$ cat src/hw/rtl/sfcd_pkg.sv
// ----------------------------------------------------------------------------
// sfcd_pkg
// Shared constants, types and the byte-wide CRC-16 update for the status frame
// decoder.
// ----------------------------------------------------------------------------
package sfcd_pkg;

  localparam int unsigned FrameLen = 21;
  localparam int unsigned CrcSpan  = 19;
  localparam int unsigned PosW     = $clog2(FrameLen);

  localparam logic [15:0] CrcInit = 16'hFFFF;
  localparam logic [15:0] CrcPoly = 16'hA001;

  localparam logic [PosW-1:0] LastPos  = PosW'(FrameLen - 1);
  localparam logic [PosW-1:0] SpanEnd  = PosW'(CrcSpan);

  // Byte offsets inside the frame.
  localparam int unsigned OffLeftSpeed  = 0;
  localparam int unsigned OffBattery    = 2;
  localparam int unsigned OffIrLeft     = 3;
  localparam int unsigned OffOdoLeft    = 5;
  localparam int unsigned OffRightSpeed = 9;
  localparam int unsigned OffIrRight    = 11;
  localparam int unsigned OffOdoRight   = 13;

  localparam int unsigned OutDataW = 128;

  typedef struct packed {
    logic            step;
    logic [PosW-1:0] pos;
    logic            last;
    logic            ok;
  } sfcd_ctl_t;

  function automatic logic [15:0] crc_absorb(input logic [15:0] crc_in,
                                             input logic [7:0]  data);
    logic [15:0] crc;
    crc = crc_in ^ {8'h00, data};
    for (int b = 0; b < 8; b++) begin
      crc = crc[0] ? ((crc >> 1) ^ CrcPoly) : (crc >> 1);
    end
    return crc;
  endfunction

endpackage

$ cat src/hw/rtl/sfcd_frame_ctrl.sv
// ----------------------------------------------------------------------------
// sfcd_frame_ctrl
// Byte position counter and running CRC-16/MODBUS register; flags the last
// byte of each frame and a zero CRC residue.
// ----------------------------------------------------------------------------
module sfcd_frame_ctrl
  import sfcd_pkg::*;
(
  input  logic       clk_i,
  input  logic       rst_ni,
  input  logic       step_i,
  input  logic [7:0] byte_i,
  output sfcd_ctl_t  ctl_o
);

  logic [PosW-1:0] pos_q, pos_d;
  logic [15:0]     crc_q, crc_d;
  logic [15:0]     crc_nxt;
  logic            last;

  assign crc_nxt = crc_absorb(crc_q, byte_i);
  assign last    = (pos_q == LastPos);

  always_comb begin
    pos_d = pos_q;
    crc_d = crc_q;
    if (step_i) begin
      if (last) begin
        pos_d = '0;
        crc_d = CrcInit;
      end else begin
        pos_d = pos_q + PosW'(1);
        crc_d = crc_nxt;
      end
    end
  end

  always_ff @(posedge clk_i or negedge rst_ni) begin
    if (!rst_ni) begin
      pos_q <= '0;
      crc_q <= CrcInit;
    end else begin
      pos_q <= pos_d;
      crc_q <= crc_d;
    end
  end

  assign ctl_o.step = step_i;
  assign ctl_o.pos  = pos_q;
  assign ctl_o.last = last;
  assign ctl_o.ok   = last && (crc_nxt == 16'h0000);

endmodule

$ cat src/hw/rtl/sfcd_decode.sv
// ----------------------------------------------------------------------------
// sfcd_decode
// Frame byte capture, baseline latch and held telemetry values; the held
// registers double as the result register.
// ----------------------------------------------------------------------------
module sfcd_decode
  import sfcd_pkg::*;
(
  input  logic               clk_i,
  input  logic               rst_ni,
  input  sfcd_ctl_t          ctl_i,
  input  logic [7:0]         byte_i,
  output logic               frame_ok_o,
  output logic signed [15:0] left_speed_o,
  output logic signed [15:0] right_speed_o,
  output logic [7:0]         battery_raw_o,
  output logic [7:0]         ir_left_raw_o,
  output logic [7:0]         ir_right_raw_o,
  output logic signed [32:0] odo_left_o,
  output logic signed [32:0] odo_right_o
);

  logic [7:0]  frame_q [CrcSpan];
  logic        armed_q;
  logic [31:0] base_l_q, base_r_q;
  logic        ok_q;
  logic [15:0] spd_l_q, spd_r_q;
  logic [7:0]  bat_q, irl_q, irr_q;
  logic [32:0] odo_l_q, odo_r_q;

  logic [31:0] raw_l, raw_r, sel_l, sel_r;
  logic [32:0] odo_l_d, odo_r_d;

  assign raw_l = {frame_q[OffOdoLeft+3], frame_q[OffOdoLeft+2],
                  frame_q[OffOdoLeft+1], frame_q[OffOdoLeft]};
  assign raw_r = {frame_q[OffOdoRight+3], frame_q[OffOdoRight+2],
                  frame_q[OffOdoRight+1], frame_q[OffOdoRight]};
  assign sel_l = armed_q ? raw_l : base_l_q;
  assign sel_r = armed_q ? raw_r : base_r_q;
  assign odo_l_d = {raw_l[31], raw_l} - {sel_l[31], sel_l};
  assign odo_r_d = {raw_r[31], raw_r} - {sel_r[31], sel_r};

  always_ff @(posedge clk_i) begin
    if (ctl_i.step && (ctl_i.pos < SpanEnd)) begin
      frame_q[ctl_i.pos] <= byte_i;
    end
  end

  always_ff @(posedge clk_i or negedge rst_ni) begin
    if (!rst_ni) begin
      armed_q  <= 1'b1;
      base_l_q <= '0;
      base_r_q <= '0;
      ok_q     <= 1'b0;
      spd_l_q  <= '0;
      spd_r_q  <= '0;
      bat_q    <= '0;
      irl_q    <= '0;
      irr_q    <= '0;
      odo_l_q  <= '0;
      odo_r_q  <= '0;
    end else if (ctl_i.step && ctl_i.last) begin
      ok_q <= ctl_i.ok;
      if (ctl_i.ok) begin
        spd_l_q <= {frame_q[OffLeftSpeed+1], frame_q[OffLeftSpeed]};
        spd_r_q <= {frame_q[OffRightSpeed+1], frame_q[OffRightSpeed]};
        bat_q   <= frame_q[OffBattery];
        irl_q   <= frame_q[OffIrLeft];
        irr_q   <= frame_q[OffIrRight];
        odo_l_q <= odo_l_d;
        odo_r_q <= odo_r_d;
        armed_q <= 1'b0;
        if (armed_q) begin
          base_l_q <= raw_l;
          base_r_q <= raw_r;
        end
      end
    end
  end

  assign frame_ok_o     = ok_q;
  assign left_speed_o   = spd_l_q;
  assign right_speed_o  = spd_r_q;
  assign battery_raw_o  = bat_q;
  assign ir_left_raw_o  = irl_q;
  assign ir_right_raw_o = irr_q;
  assign odo_left_o     = odo_l_q;
  assign odo_right_o    = odo_r_q;

endmodule

$ cat src/hw/rtl/sensor_frame_crc_decoder.sv
// ----------------------------------------------------------------------------
// sensor_frame_crc_decoder
// Checks fixed 21-byte robot status frames with CRC-16/MODBUS and reports the
// held wheel speeds, raw sensor bytes and baseline-relative odometers.
// ----------------------------------------------------------------------------
// Channel  Dir  Width  Contents
// s_axis   in   8      rx_byte, one frame byte per transaction
// m_axis   out  128+1  held telemetry at each frame end, tuser = frame_ok
//
// One byte per cycle sustained while no result is stalled; the last frame
// byte passes the input register and then the result register.
// Every 21st byte yields one result; no resync, frames are counted bytes.
// Reset clears position, CRC, baseline and held values; first good frame
// latches the odometer baseline.
// A stalled result holds all byte processing until it is taken.
// ----------------------------------------------------------------------------
module sensor_frame_crc_decoder
  import sfcd_pkg::*;
(
  input  logic                clk_i,
  input  logic                rst_ni,
  input  logic                s_axis_tvalid,
  output logic                s_axis_tready,
  input  logic [7:0]          s_axis_tdata,   // [7:0] rx_byte
  output logic                m_axis_tvalid,
  input  logic                m_axis_tready,
  // [15:0] left_speed, [31:16] right_speed, [39:32] battery_raw,
  // [47:40] ir_left_raw, [55:48] ir_right_raw, [88:56] odo_left,
  // [121:89] odo_right, [127:122] zero
  output logic [OutDataW-1:0] m_axis_tdata,
  output logic                m_axis_tuser    // [0] frame_ok
);

  logic       in_valid_q;
  logic [7:0] in_byte_q;
  logic       m_valid_q;
  logic       step;
  sfcd_ctl_t  ctl;

  logic               frame_ok;
  logic signed [15:0] left_speed, right_speed;
  logic [7:0]         battery_raw, ir_left_raw, ir_right_raw;
  logic signed [32:0] odo_left, odo_right;

  assign step          = in_valid_q && !(m_valid_q && !m_axis_tready);
  assign s_axis_tready = !in_valid_q || step;

  always_ff @(posedge clk_i) begin
    if (s_axis_tvalid && s_axis_tready) begin
      in_byte_q <= s_axis_tdata;
    end
  end

  always_ff @(posedge clk_i or negedge rst_ni) begin
    if (!rst_ni) begin
      in_valid_q <= 1'b0;
      m_valid_q  <= 1'b0;
    end else begin
      if (s_axis_tvalid && s_axis_tready) begin
        in_valid_q <= 1'b1;
      end else if (step) begin
        in_valid_q <= 1'b0;
      end
      if (step && ctl.last) begin
        m_valid_q <= 1'b1;
      end else if (m_axis_tready) begin
        m_valid_q <= 1'b0;
      end
    end
  end

  sfcd_frame_ctrl u_ctrl (
    .clk_i  (clk_i),
    .rst_ni (rst_ni),
    .step_i (step),
    .byte_i (in_byte_q),
    .ctl_o  (ctl)
  );

  sfcd_decode u_decode (
    .clk_i          (clk_i),
    .rst_ni         (rst_ni),
    .ctl_i          (ctl),
    .byte_i         (in_byte_q),
    .frame_ok_o     (frame_ok),
    .left_speed_o   (left_speed),
    .right_speed_o  (right_speed),
    .battery_raw_o  (battery_raw),
    .ir_left_raw_o  (ir_left_raw),
    .ir_right_raw_o (ir_right_raw),
    .odo_left_o     (odo_left),
    .odo_right_o    (odo_right)
  );

  assign m_axis_tvalid = m_valid_q;
  assign m_axis_tuser  = frame_ok;
  assign m_axis_tdata  = {6'b0, odo_right, odo_left, ir_right_raw, ir_left_raw,
                          battery_raw, right_speed, left_speed};

  a_no_step_on_stall : assert property (@(posedge clk_i) disable iff (!rst_ni)
    (m_valid_q && !m_axis_tready) |-> !step)
    else $error("byte processed while result stalled");

  a_result_after_last : assert property (@(posedge clk_i) disable iff (!rst_ni)
    (step && ctl.last) |=> m_valid_q)
    else $error("frame end without result");

  a_ok_only_at_end : assert property (@(posedge clk_i) disable iff (!rst_ni)
    ctl.ok |-> ctl.last)
    else $error("crc match flagged mid-frame");

  a_pos_advance : assert property (@(posedge clk_i) disable iff (!rst_ni)
    (step && !ctl.last) |=> (ctl.pos == $past(ctl.pos) + PosW'(1)))
    else $error("byte position did not advance");

endmodule
$ cat config.mk
export PLATFORM = sky130hd
export DESIGN_NAME = sensor_frame_crc_decoder
export DESIGN_NICKNAME = d
export VERILOG_FILES = /design/src/hw/rtl/sfcd_pkg.sv /design/src/hw/rtl/sfcd_frame_ctrl.sv /design/src/hw/rtl/sfcd_decode.sv /design/src/hw/rtl/sensor_frame_crc_decoder.sv
export SDC_FILE = /design/constraint.sdc
export NUM_CORES = 1
export LEC_CHECK = 0
export BUFFER_PORTS_ARGS = -buffer_cell sky130_fd_sc_hd__buf_2
export CORE_MARGIN = 3
export CORE_UTILIZATION = 50
export CTS_BUF_LIST = sky130_fd_sc_hd__clkbuf_2
export CTS_CLUSTER_SIZE = 40
export DETAILED_ROUTE_END_ITERATION = 10
export GPL_TIMING_DRIVEN = 0
export PLACE_DENSITY = 0.79
export SLEW_MARGIN = 10
export SYNTH_ARGS = -nofsm -noshare
export SYNTH_HDL_FRONTEND = slang
export SYNTH_HIERARCHICAL = 1
export SYNTH_SLANG_ARGS = --single-unit
$ cat constraint.sdc
create_clock -name clk_i -period 8.5 [get_ports clk_i]
set_input_delay 1.7 -clock clk_i [delete_from_list [all_inputs] [get_ports clk_i]]
set_output_delay 1.7 -clock clk_i [all_outputs]
set_load 0.02 [all_outputs]
[Word-level counts from Yosys, hierarchy flattened]
Memories as Yosys holds them, arrays and structs flattened. A register that Yosys moved wholly into a read port is not among the register bits.
Index checks and enable logic that the tools add are counted.
Cells by class
  shifts and indexed selects: 0
  add/sub/neg operators: 3
  $mul: 0
  reduce and logical (&&, ||, !) cells: 21
  div/mod/pow operators: 0
  equal/unequal tests: 1
  muxes and demuxes: 18
  $lt $le $gt $ge: 1
  bitwise operators: 9
Operator list (count)
  $mux W16: 9
  $sub A32 B32 Y33: 2
  $mux W32: 2
  $not A2 Y3: 8
  $logic_not A16 Y1: 1
  $xor A16 B8 Y16: 1
  $logic_not A1 Y1: 10
  $logic_and A1 B1 Y1: 6
  $mux W1: 6
  $add A5 B1 Y5 const B: 1
  $eq A5 B5 Y1 const B: 1
  $lt A5 B5 Y1 const B: 1
  $mux W5: 1
  $reduce_bool A2 Y1: 2
  $reduce_and A2 Y1: 1
  $logic_or A1 B1 Y1: 1
Storage, ports and cells
  ROM bits: 0
  output and inout bits: 131
  word-level logic and storage cells: 65
  bits in writable memories: 152
  latch bits: 0
  memories: 1
  register bits after elaboration: 163
Memories
  u_decode.frame_q: depth 19, bits a word 8, rd ports 15, clocked after Yosys merged registers in 7, wr ports 1, RTL line sfcd_decode.sv:23  | logic [7:0] frame_q [CrcSpan];

[Logic depth before layout (Yosys ltp)]
Gate-level depths: netlist (run 1).
  word-level depth: 20
  depth in mapped cells: 16

[Modules after synthesis]
Netlist (run 1), hierarchy kept.
Modules (own cells, without submodules)
  sfcd_decode: sequential area each 8309.2 um^2, cells an instance 1353, area an instance 14523.9 um^2, instances 1
  sfcd_frame_ctrl: sequential area each 545.5 um^2, cells an instance 117, area an instance 1288.7 um^2, instances 1
  sensor_frame_crc_decoder: sequential area each 290.3 um^2, cells an instance 24, area an instance 395.4 um^2, instances 1

[Worst setup path after synthesis (run 1)]
OpenSTA, ideal clock, no wires.
  path kind: flip-flop to flip-flop
  start point: reg in_byte_q[3]
  end point: reg u_decode.irl_q[3], in the netlist u_decode/ir_left_raw_o[3] (read register of u_decode.frame_q)
  arrival time: 3848 ps
  path buffers: 4
  stages on the path, launching flop included: 17
  data required time: 8435 ps
  setup slack: 4587 ps
  period minus slack after synthesis: 3913 ps
  cells stage by stage: edfxtp_1 > xnor2_2 > xnor3_1 > xor3_1 > inv_1 > ha_1 > inv_1 > xnor3_1 > xnor3_2 > nor4_2 > nand3_1 > clkbuf_1 > clkbuf_1 > clkbuf_1 > clkbuf_1 > nand2_1 > nand2_1
RTL lines
  start: declaration: RTL line sensor_frame_crc_decoder.sv:35  | logic [7:0] in_byte_q;
  start signal: assignment: RTL line sensor_frame_crc_decoder.sv:50  | in_byte_q <= s_axis_tdata;
  end: declaration: RTL line sfcd_decode.sv:28  | logic [7:0] bat_q, irl_q, irr_q;

==> key figures, run 1 <==
Status
  – Status: finished, final reports clean

GRT
  – First-pass GRT wire length: 63.4 mm
  – Total track usage: 0.233
  – Antenna violations before repair: 3
  – Number of global-route vias before repair: 12300
  – Pin count of the biggest net entering global routing: 95
  – Total congestion overflow: 0

Clock tree
  – Clock transition at the registers of the reported paths: 0.12 ns
  – Clk_lat worst skew: 0.92 ns
  – Sink Count: 339
  – Post-CTS Hold Fix Bufs: 0
  – H-tree Lvls: 3
  – PostCTS Resize Cnt: 0
  – Num CTS Buffers: 83
  – Postcts setup bufs: 0
  – CTS max path bufs: 3
  – Root buffer cell: clkbuf_2
  – CTS tree: built

Detailed routing
  – First DRT Iteration DRCs: 1095
  – Residual DRC: 0
  – DRT Pass-1 Iters: 5
  – DR vias/cell: 5.64
  – Wire per inst: 18.4 µm
  – Routed Antenna Nets: 0
  – Routed WL: 40.3 mm
  – Vias: 12400

Placement
  – RePlAce Congestion: 0.889
  – HPWL Detailed: 27.7 mm
  – Port bufs: 136

STA
  – Post-Route Setup TNS: 0 ns
  – Fin Clk Skew: 0.106 ns
  – Unrepaired setup endpoints after global routing: false
  – Final hold violation count: 0
  – Setup violations, final: 0
  – Final period utilization: 0.727
  – Tmin final: 6.18 ns
  – Worst-Margin Slew: 1.20 ns
  – Final Max Slew Viols: 0
  – Fmax: 162 MHz
  – Slew headroom: 0.202

Layout
  – Share of layout cells above drive strength 1: 0.189
  – Nets: 1803
  – Area of the multi-input gates: 6660 µm²
  – # fillers: 2687
  – Reg area: 9150 µm²
  – Util after Layout: 0.576
  – Area growth from synthesis to layout: 12.7%

Critical path
  – Reg2reg setup slack: 2.32 ns
  – Critical-path maximum fanout: 16
  – CP required: 9.27 ns
  – Reg-to-Reg Start: in_byte_q[3]
  – Critical Path Source Type: register
  – Worst-case reg-to-reg path depth: 16
  – Crit path kind: reg2reg
  – Reg2reg end: u_decode/base_r_q[0]
  – Worst EP arrival: 6.95 ns
  – CP endpoint kind: register

Logic synthesis
  – Register area share after synthesis: 0.564
  – Count leader, synth: nand2_1
  – Yosys warnings: 6
  – Share of the synthesized area in the top cell type: 0.300
  – Area leader, netlist: dfrtp_1
  – Post-synth top cells: nand2_1 (329), dfrtp_1 (194), o21ai_0 (139)
  – Ys async rst share: 0.622
  – Seq cells post-synth: 339
  – Post-synth EDFFs: 128
  – Yosys cell types: 82
  – Top_reg_cell synth: dfrtp_1
  – Synth Cell Area: 16200 µm²
  – Syn avg cell area: 10.8 µm²
  – Cells after Synth: 1494
  – Ranking of synthesized cells by area: dfrtp_1 (30%), edfxtp_1 (24%), nand2_1 (7.6%)

Min path
  – Worst hold start: u_decode/frame_q[3][2]
  – Worst hold endpoint: u_decode/ir_left_raw_o[2]
  – Hold Path Stages: 2
  – Min-Delay Path Class: reg2reg

Power and ir drop
  – Leak: 8.25 nW
  – Maximum VDD drop: 0.138 mV
  – PD cells: 192 nW/µm²

Floorplan
  – # rows: 65
  – Core box area: 31700 µm²
  – Height of the die: 186 µm
  – Starting density of the core: 0.511
  – Die ar.: 34600 µm²
  – IO Pins: 143
  – Horiz. Die Dim: 186 µm

Flow run
  – MaxCap Viol Count: 0
==> metal layers <==
layer | global-route usage | vias to the layer above | share of wire
li1 | - | 5811 | -
met4 | 0.0825 | 0 | 0.028
met1 | 0.313 | 6001 | 0.43
met3 | 0.0461 | 86 | 0.073
met2 | 0.381 | 502 | 0.47
met5 | 0 | - | 0
==> registers in the layout, summed over array words and instances (netlist names), 5 cells and up <==
| name | cells |
|---|---|
| in_byte_q | 8 |
| u_ctrl/crc_q | 16 |
| u_ctrl/pos_q | 5 |
| u_decode/base_l_q | 32 |
| u_decode/base_r_q | 32 |
| u_decode/battery_raw_o | 8 |
| u_decode/frame_q | 120 |
| u_decode/ir_left_raw_o | 8 |
| u_decode/ir_right_raw_o | 8 |
| u_decode/left_speed_o | 16 |
| u_decode/odo_left_o | 33 |
| u_decode/odo_right_o | 33 |
| u_decode/right_speed_o | 16 |
==> critical path, stage by stage, from the launching register on <==
cell,delay (ns)
edfxtp_1,1.16
xnor2_2,0.32
xnor3_1,0.42
xor3_1,0.22
inv_1,0.05
ha_1,0.30
inv_1,0.09
xnor3_1,0.41
xnor3_2,0.25
nor4_2,0.06
nand3_1,0.33
clkbuf_1,0.40
clkbuf_1,0.52
clkbuf_1,0.76
buf_1,0.58
nand2_1,0.11
nand2_1,0.09
==> how the worst max path moves through the flow <==
stage	slack, ns	endpoint	depth (start not counted)	from
floorplan	4.59	u_decode/ir_left_raw_o[3]	16	in_byte_q[3]
global placement	2.07	u_decode/battery_raw_o[0]	1	rst_ni
detailed placement	2.49	u_decode/right_speed_o[8]	16	in_byte_q[3]
CTS	2.46	u_decode/base_r_q[0]	16	in_byte_q[3]
global route	2.20	u_decode/base_r_q[0]	16	in_byte_q[3]
finish	2.32	u_decode/base_r_q[0]	16	in_byte_q[3]
==> cell usage in the layout, fill, tap and decap left out, types with 17 or more instances in the layout <==
cell / instances
dfstp_2: 17
edfxtp_1: 128
clkbuf_2: 126
inv_1: 26
nor2_1: 56
clkinv_1: 21
mux2i_1: 64
clkbuf_1: 57
xor2_1: 28
ha_1: 67
dfrtp_1: 194
nand2_1: 329
o21ai_0: 139
nand4_1: 20
a21oi_1: 66
nand3_1: 23
a31oi_1: 17
xnor2_1: 23
buf_2: 137
a21o_1: 39
==> stage by stage <==
stage	setup WS, ns	std cells	area (µm²)	hold WS, ns	power (mW)
4_1_cts	2.46	2195	18300	0.427	3.54
6_report	2.32	2197	18300	0.452	3.51
2_1_floorplan	4.59	1499	16200	0.415	2.32
5_1_grt	2.20	2196	18300	0.472	3.68
3_5_place_dp	2.49	2039	17500	0.427	2.46
3_3_place_gp	2.07	2037	17400	0.420	2.44
==> report_power, final <==
part	total, mW	leakage (nW)	switching (mW)	internal [mW]
sequential	1.86	4.03	0.0757	1.79
clock	1.08	0.597	0.665	0.412
combinational	0.568	3.62	0.275	0.293
==> kinds of logic after synthesis <==
kind of cell | count (synthesis) | share of synthesized area
simple gates | 502 | 0.135
compound gates | 350 | 0.136
flops | 339 | 0.564
buf+inv | 104 | 0.0266
fa+ha+maj | 69 | 0.0542
mux | 66 | 0.0409
xor+xnor | 63 | 0.0431
other cells | 1 | 0.000231
==> cell type report <==
type	count	share of cell area
flip-flops and latches	339	0.500
multi-input cells	1056	0.365
repair buffers	138	0.0408
clock buffers	126	0.0345
well taps	402	0.0275
plain buffers	77	0.0180
clock inverters	30	0.00835
inverters	27	0.00555
diodes	2	0.000274
No activity file was read; power rests on OpenSTA's default activity.
==> run 2: changes to the inputs <==
--- a/config.mk
+++ b/config.mk
@@ -5,6 +5,7 @@
 export SDC_FILE = /design/constraint.sdc
 export NUM_CORES = 1
 export LEC_CHECK = 0
+export ABC_AREA = 1
 export BUFFER_PORTS_ARGS = -buffer_cell sky130_fd_sc_hd__buf_2
 export CORE_MARGIN = 3
 export CORE_UTILIZATION = 50
@@ -12,7 +13,7 @@
 export CTS_CLUSTER_SIZE = 40
 export DETAILED_ROUTE_END_ITERATION = 10
 export GPL_TIMING_DRIVEN = 0
-export PLACE_DENSITY = 0.79
+export PLACE_DENSITY = 0.78
 export SLEW_MARGIN = 10
 export SYNTH_ARGS = -nofsm -noshare
 export SYNTH_HDL_FRONTEND = slang
==> constraint.sdc (replaced) <==
create_clock -name clk_i -period 6.24 [get_ports clk_i]
set_input_delay 1.248 -clock clk_i [delete_from_list [all_inputs] [get_ports clk_i]]
set_output_delay 1.248 -clock clk_i [all_outputs]
set_load 0.02 [all_outputs]
==> key figures, run 2 <==
GRT
  – Antenna violations before repair: 2
  – Total congestion overflow: 0
  – Pin count of the biggest net entering global routing: 77
  – First-pass GRT wire length: 76.0 mm
  – Number of global-route vias before repair: 14800
  – Total track usage: 0.248

Clock tree
  – CTS tree: built
  – Postcts setup bufs: 0
  – Clock transition at the registers of the reported paths: 0.11 ns
  – Root buffer cell: clkbuf_2
  – H-tree Lvls: 3
  – Post-CTS Hold Fix Bufs: 0
  – Clk_lat worst skew: 1.00 ns
  – Num CTS Buffers: 85
  – PostCTS Resize Cnt: 0
  – Sink Count: 339
  – CTS max path bufs: 3

Detailed routing
  – Vias: 15100
  – Routed Antenna Nets: 0
  – DR vias/cell: 5.15
  – Routed WL: 47.4 mm
  – DRT Pass-1 Iters: 5
  – First DRT Iteration DRCs: 1111
  – Wire per inst: 16.2 µm
  – Residual DRC: 0

Floorplan
  – Core box area: 35000 µm²
  – Die ar.: 38300 µm²
  – IO Pins: 143
  – Height of the die: 196 µm
  – Starting density of the core: 0.514
  – # rows: 68
  – Horiz. Die Dim: 196 µm

Layout
  – Area growth from synthesis to layout: 12.1%
  – Nets: 2482
  – Top reg by flops: u_decode/frame_q
  – # fillers: 3159
  – Commonest cells after routing, fill and taps aside: nand2_1 (854), inv_1 (297), dfrtp_1 (194)
  – Non-Filler Instances: 2928
  – Area of the multi-input gates: 7380 µm²
  – Commonest non-fill, non-tap cell in the layout: nand2_1
  – Reg area: 9150 µm²
  – Max FFs per register: 120
  – Share of layout cells above drive strength 1: 0.165

Critical path
  – Worst EP arrival: 5.45 ns
  – CP endpoint kind: register
  – CP required: 7.07 ns
  – Critical Path Source Type: register
  – Crit path kind: reg2reg
  – Critical-path maximum fanout: 18
  – Reg2reg setup slack: 1.62 ns

Power and ir drop
  – Clk network pwr share: 0.324
  – Final Power: 4.87 mW
  – Switch Pwr: 1.51 mW
  – PD cells: 242 nW/µm²
  – P_int: 3.36 mW
  – Sw Share: 0.309
  – Logic pwr share: 0.149
  – Sequential Power Share: 0.527
  – Maximum VDD drop: 0.205 mV
  – Leak: 10.8 nW

Logic synthesis
  – Yosys cell types: 41
  – Register area share after synthesis: 0.509
  – Cells after Synth: 2171
  – Post-synth EDFFs: 128
  – Yosys warnings: 6
  – Post-synth top cells: nand2_1 (854), inv_1 (297), dfrtp_1 (194)
  – Top_reg_cell synth: dfrtp_1
  – Ys async rst share: 0.622
  – Synth Cell Area: 18000 µm²
  – Area leader, netlist: dfrtp_1
  – Ranking of synthesized cells by area: dfrtp_1 (27%), edfxtp_1 (21%), nand2_1 (18%)
  – Syn avg cell area: 8.28 µm²
  – Count leader, synth: nand2_1
  – Share of the synthesized area in the top cell type: 0.270
  – Seq cells post-synth: 339

STA
  – Final hold violation count: 0
  – Final period utilization: 0.740
  – Final Max Slew Viols: 0
  – Fin Clk Skew: 0.157 ns
  – Fmax: 217 MHz
  – Tmin final: 4.62 ns
  – Post-Route Setup TNS: 0 ns
  – Slew headroom: 0.193
  – Min Hold Slack: 0.222 ns
  – Unrepaired setup endpoints after global routing: false
  – Setup violations, final: 0
  – Worst-Margin Slew: 1.21 ns

Placement
  – RePlAce Congestion: 0.994
  – HPWL Detailed: 34.3 mm
  – Placed Cells: 2769
  – Port bufs: 136

Flow run
  – MaxCap Viol Count: 0

Min path
  – Min-Delay Path Class: in2async

Status
  – Status: finished, final reports clean
[run 2: cell types whose count changed in the layout (fill, tap and decap cells not counted), moves of 31 or more]
cell / previous run / this run
a21o_1: 39 / 2
inv_1: 26 / 297
nor2_1: 56 / 102
nand2_2: 0 / 33
o21ai_0: 139 / 92
buf_2: 137 / 168
clkbuf_1: 57 / 10
nand2_1: 329 / 854
nand3_1: 23 / 81
[run 2: power groups by stage]
stage                     Combinational, mW  Sequential (mW)  Clock, mW
after detailed placement              0.717             2.61          0
after CTS                             0.720             2.56       1.64
after floorplan                       0.546             2.57          0
final                                 0.727             2.56       1.58
after global routing                  0.828             2.58       1.75
after global placement                0.688             2.60          0
[run 2: metrics by stage]
step	worst slack (ns)	util	area, µm²
after global placement	0.282	0.551	19300
after global routing	1.34	0.576	20200
after CTS	1.71	0.576	20100
after floorplan	3.21	-	18000
final	1.62	0.576	20200
after detailed placement	1.82	0.552	19300
[run 2: cell type report]
cell class              instances  area share
plain buffers                  60      0.0170
diodes                          2    0.000248
well taps                     455      0.0283
repair buffers                138      0.0370
inverters                     303      0.0564
multi-input cells            1474       0.366
clock inverters                25     0.00813
flip-flops and latches        339       0.454
clock buffers                 132      0.0328
[run 2: logic make-up (layout without fill, tap and decap cells)]
kind of cell / Yosys count / count (layout) / share of synthesized area
compound gates: 171 / 171 / 0.0508
xor+xnor: 38 / 38 / 0.0185
fa+ha+maj: 69 / 69 / 0.0488
buf+inv: 363 / 658 / 0.0823
flops: 339 / 339 / 0.509
mux: 60 / 60 / 0.0334
other cells: 1 / 8 / 0.000209
simple gates: 1130 / 1130 / 0.257
[run 2: final timing paths]
check | from | to | cells after the start
setup / recovery | in_byte_q[4] | u_decode/odo_right_o[19] | 24
hold / removal | rst_ni | u_decode/base_l_q[21] | 1
setup reg to reg | in_byte_q[4] | u_decode/odo_right_o[19] | 24
hold reg to reg | u_decode/frame_q[9][4] | u_decode/right_speed_o[4] | 2
max in group asynchronous | rst_ni | u_decode/base_l_q[2] | 3
min in group clk_i | u_decode/frame_q[9][4] | u_decode/right_speed_o[4] | 2
[run 2: metal layers]
metal / global-route usage / routed length, µm
met1: 0.332 / 20700
met2: 0.397 / 21500
met3: 0.0545 / 3670
met4: 0.0964 / 1450
met5: 0 / 0
[run 2: critical path, stage by stage (launching register included)]
cell and delay [ns]:
edfxtp_1 1.17, inv_1 0.16, nand2_1 0.12, nand2_2 0.07, nand2_1 0.08, nand2_2 0.08
nand2_4 0.10, nand2_4 0.06, nand2_2 0.06, nand3_1 0.08, and2_1 0.18, ha_1 0.33
xor2_1 0.17, inv_1 0.08, nand4_1 0.09, nor3_1 0.14, nand3b_1 0.11, nor2_1 0.12
nand2_1 0.17, buf_4 0.24, inv_1 0.09, buf_6 0.19, buf_4 0.27, nand3_1 0.17
nand2_1 0.10
==> run 3: changes to the inputs <==
--- a/config.mk
+++ b/config.mk
@@ -13,7 +13,7 @@
 export CTS_CLUSTER_SIZE = 40
 export DETAILED_ROUTE_END_ITERATION = 10
 export GPL_TIMING_DRIVEN = 0
-export PLACE_DENSITY = 0.78
+export PLACE_DENSITY = 0.81
 export SLEW_MARGIN = 10
 export SYNTH_ARGS = -nofsm -noshare
 export SYNTH_HDL_FRONTEND = slang
==> constraint.sdc (replaced) <==
create_clock -name clk_i -period 3.9 [get_ports clk_i]
set_input_delay 0.78 -clock clk_i [delete_from_list [all_inputs] [get_ports clk_i]]
set_output_delay 0.78 -clock clk_i [all_outputs]
set_load 0.02 [all_outputs]
==> key figures, run 3 (same netlist as run 2, synthesis figures left out) <==
Detailed routing
  – Routed Antenna Nets: 0
  – First DRT Iteration DRCs: 1121
  – DR vias/cell: 5.12
  – Wire per inst: 16.7 µm
  – Vias: 15100
  – Routed WL: 49.2 mm
  – Residual DRC: 0
  – DRT Pass-1 Iters: 6

STA
  – Worst-Margin Slew: 1.16 ns
  – Final period utilization: 0.923
  – Tmin final: 3.60 ns
  – Fmax: 278 MHz
  – Fin Clk Skew: 0.103 ns
  – Post-Route Setup TNS: 0 ns
  – Final hold violation count: 0
  – Slew headroom: 0.225
  – Unrepaired setup endpoints after global routing: false
  – Final Max Slew Viols: 0
  – Setup violations, final: 0

Critical path
  – Worst EP arrival: 4.47 ns
  – Reg-to-Reg Start: in_byte_q[4]
  – Critical Path Source Type: register
  – Cell Chain, Critical Path: buf_4 > nand2_1 > nand2_1 > nand2_1 > nand2_2 > nand2_4 > nand2_4 > nand2_2 > nand3_1 > and2_1 > ha_1 > xor2_1 > inv_1 > nand4_1 > nor3_2 > nand3b_1 > nor2_1 > nand2_2 > buf_4 > clkbuf_4 > buf_2 > nand2_1 > nand2_1
  – WP depth: 23
  – Most used cell, CP: nand2_1
  – Critical-path top delay cell: edfxtp_1
  – CP endpoint kind: register
  – Crit path kind: reg2reg
  – Max incr delay on CP: 0.51 ns
  – Top Family by Delay on Critical Path: simple AND/OR/NAND/NOR gates
  – Worst-case reg-to-reg path depth: 23
  – Critical-path maximum fanout: 10
  – Reg2reg setup slack: 0.30 ns
  – Worst path buffer plus inverter count: 5
  – Reg2reg end: u_decode/odo_left_o[25]
  – CP required: 4.77 ns

GRT
  – Number of global-route vias before repair: 14900
  – Antenna violations before repair: 4
  – Total congestion overflow: 0
  – First-pass GRT wire length: 78.7 mm
  – Pin count of the biggest net entering global routing: 77
  – Total track usage: 0.259

Placement
  – RePlAce Congestion: 0.945
  – Port bufs: 136
  – HPWL Detailed: 35.3 mm

Floorplan
  – Height of the die: 196 µm
  – IO Pins: 143
  – Horiz. Die Dim: 196 µm
  – Starting density of the core: 0.514
  – Die ar.: 38300 µm²
  – Core box area: 35000 µm²
  – # rows: 68

Layout
  – Util after Layout: 0.584
  – Max FFs per register: 120
  – Area growth from synthesis to layout: 13.6%
  – Commonest cells after routing, fill and taps aside: nand2_1 (853), inv_1 (297), dfrtp_1 (194)
  – Share of layout cells above drive strength 1: 0.167
  – Top reg by flops: u_decode/frame_q
  – Nets: 2507
  – Commonest non-fill, non-tap cell in the layout: nand2_1

Power and ir drop
  – PD cells: 383 nW/µm²
  – Maximum VDD drop: 0.280 mV
  – Leak: 10.9 nW

Status
  – Status: finished, final reports clean

Clock tree
  – Root buffer cell: clkbuf_2
  – Num CTS Buffers: 85
  – CTS tree: built
  – Clock transition at the registers of the reported paths: 0.11 ns
  – CTS max path bufs: 3
  – H-tree Lvls: 3
  – Sink Count: 339
  – Clk_lat worst skew: 1.01 ns

Min path
  – Min-Delay Path Class: in2async

Flow run
  – MaxCap Viol Count: 0
run 3: layout make-up:
class | instances | area (µm²)
Tap cell | 455 | 569
Inverter | 303 | 1140
Antenna cell | 4 | 10.0
Sequential cell | 339 | 9150
Clock buffer | 119 | 596
Fill cell | 3149 | 14500
Buffer | 60 | 362
Multi-Input combinational cell | 1474 | 7400
Timing Repair Buffer | 163 | 963
Clock inverter | 38 | 246
run 3: worst max-delay path by stage:
stage | slack [ns] | start | endpoint
after floorplan | 0.87 | in_byte_q[4] | u_decode/odo_left_o[10]
after global placement | -1.57 | rst_ni | u_decode/odo_right_o[11]
after detailed placement | -0.48 | in_byte_q[4] | u_decode/odo_left_o[31]
after CTS | 0.22 | in_byte_q[4] | u_decode/armed_q
after global routing | 0.03 | in_byte_q[4] | u_decode/odo_right_o[15]
final | 0.30 | in_byte_q[4] | u_decode/odo_left_o[25]
run 3: where the power goes:
group	internal, mW	total (mW)	switching [mW]
Clock	1.05	2.53	1.49
Combinational	0.421	1.23	0.814
Sequential	3.94	4.07	0.130
run 3: repair_timing:
action / CTS / global route
hold buffers: 12 / 0
buffers inserted: 12 / 1
endpoints found under the hold margin: 75 / 0
setup endpoints to repair: 188 / 86
gates resized for setup: 0 / 12
pin swaps: 0 / 0
run 3: stage by stage:
step                      hold WS [ns]  setup WS, ns  std cells  total power [mW]  area, µm²
final                            0.303         0.299       2955              7.83      20400
after global routing             0.257        0.0259       2955              8.27      20400
after CTS                        0.233         0.224       2950              7.89      20400
after detailed placement         0.429        -0.484       2769              5.33      19300
after global placement           0.424         -1.57       2767              5.26      19300
after floorplan                  0.418         0.868       2176              4.98      18000
run 3: layer usage:
metal  routed length (µm)  global-route usage
met5                    0                   0
met2                23300               0.428
met1                21400               0.344
met4                 1050              0.0795
met3                 3510              0.0540
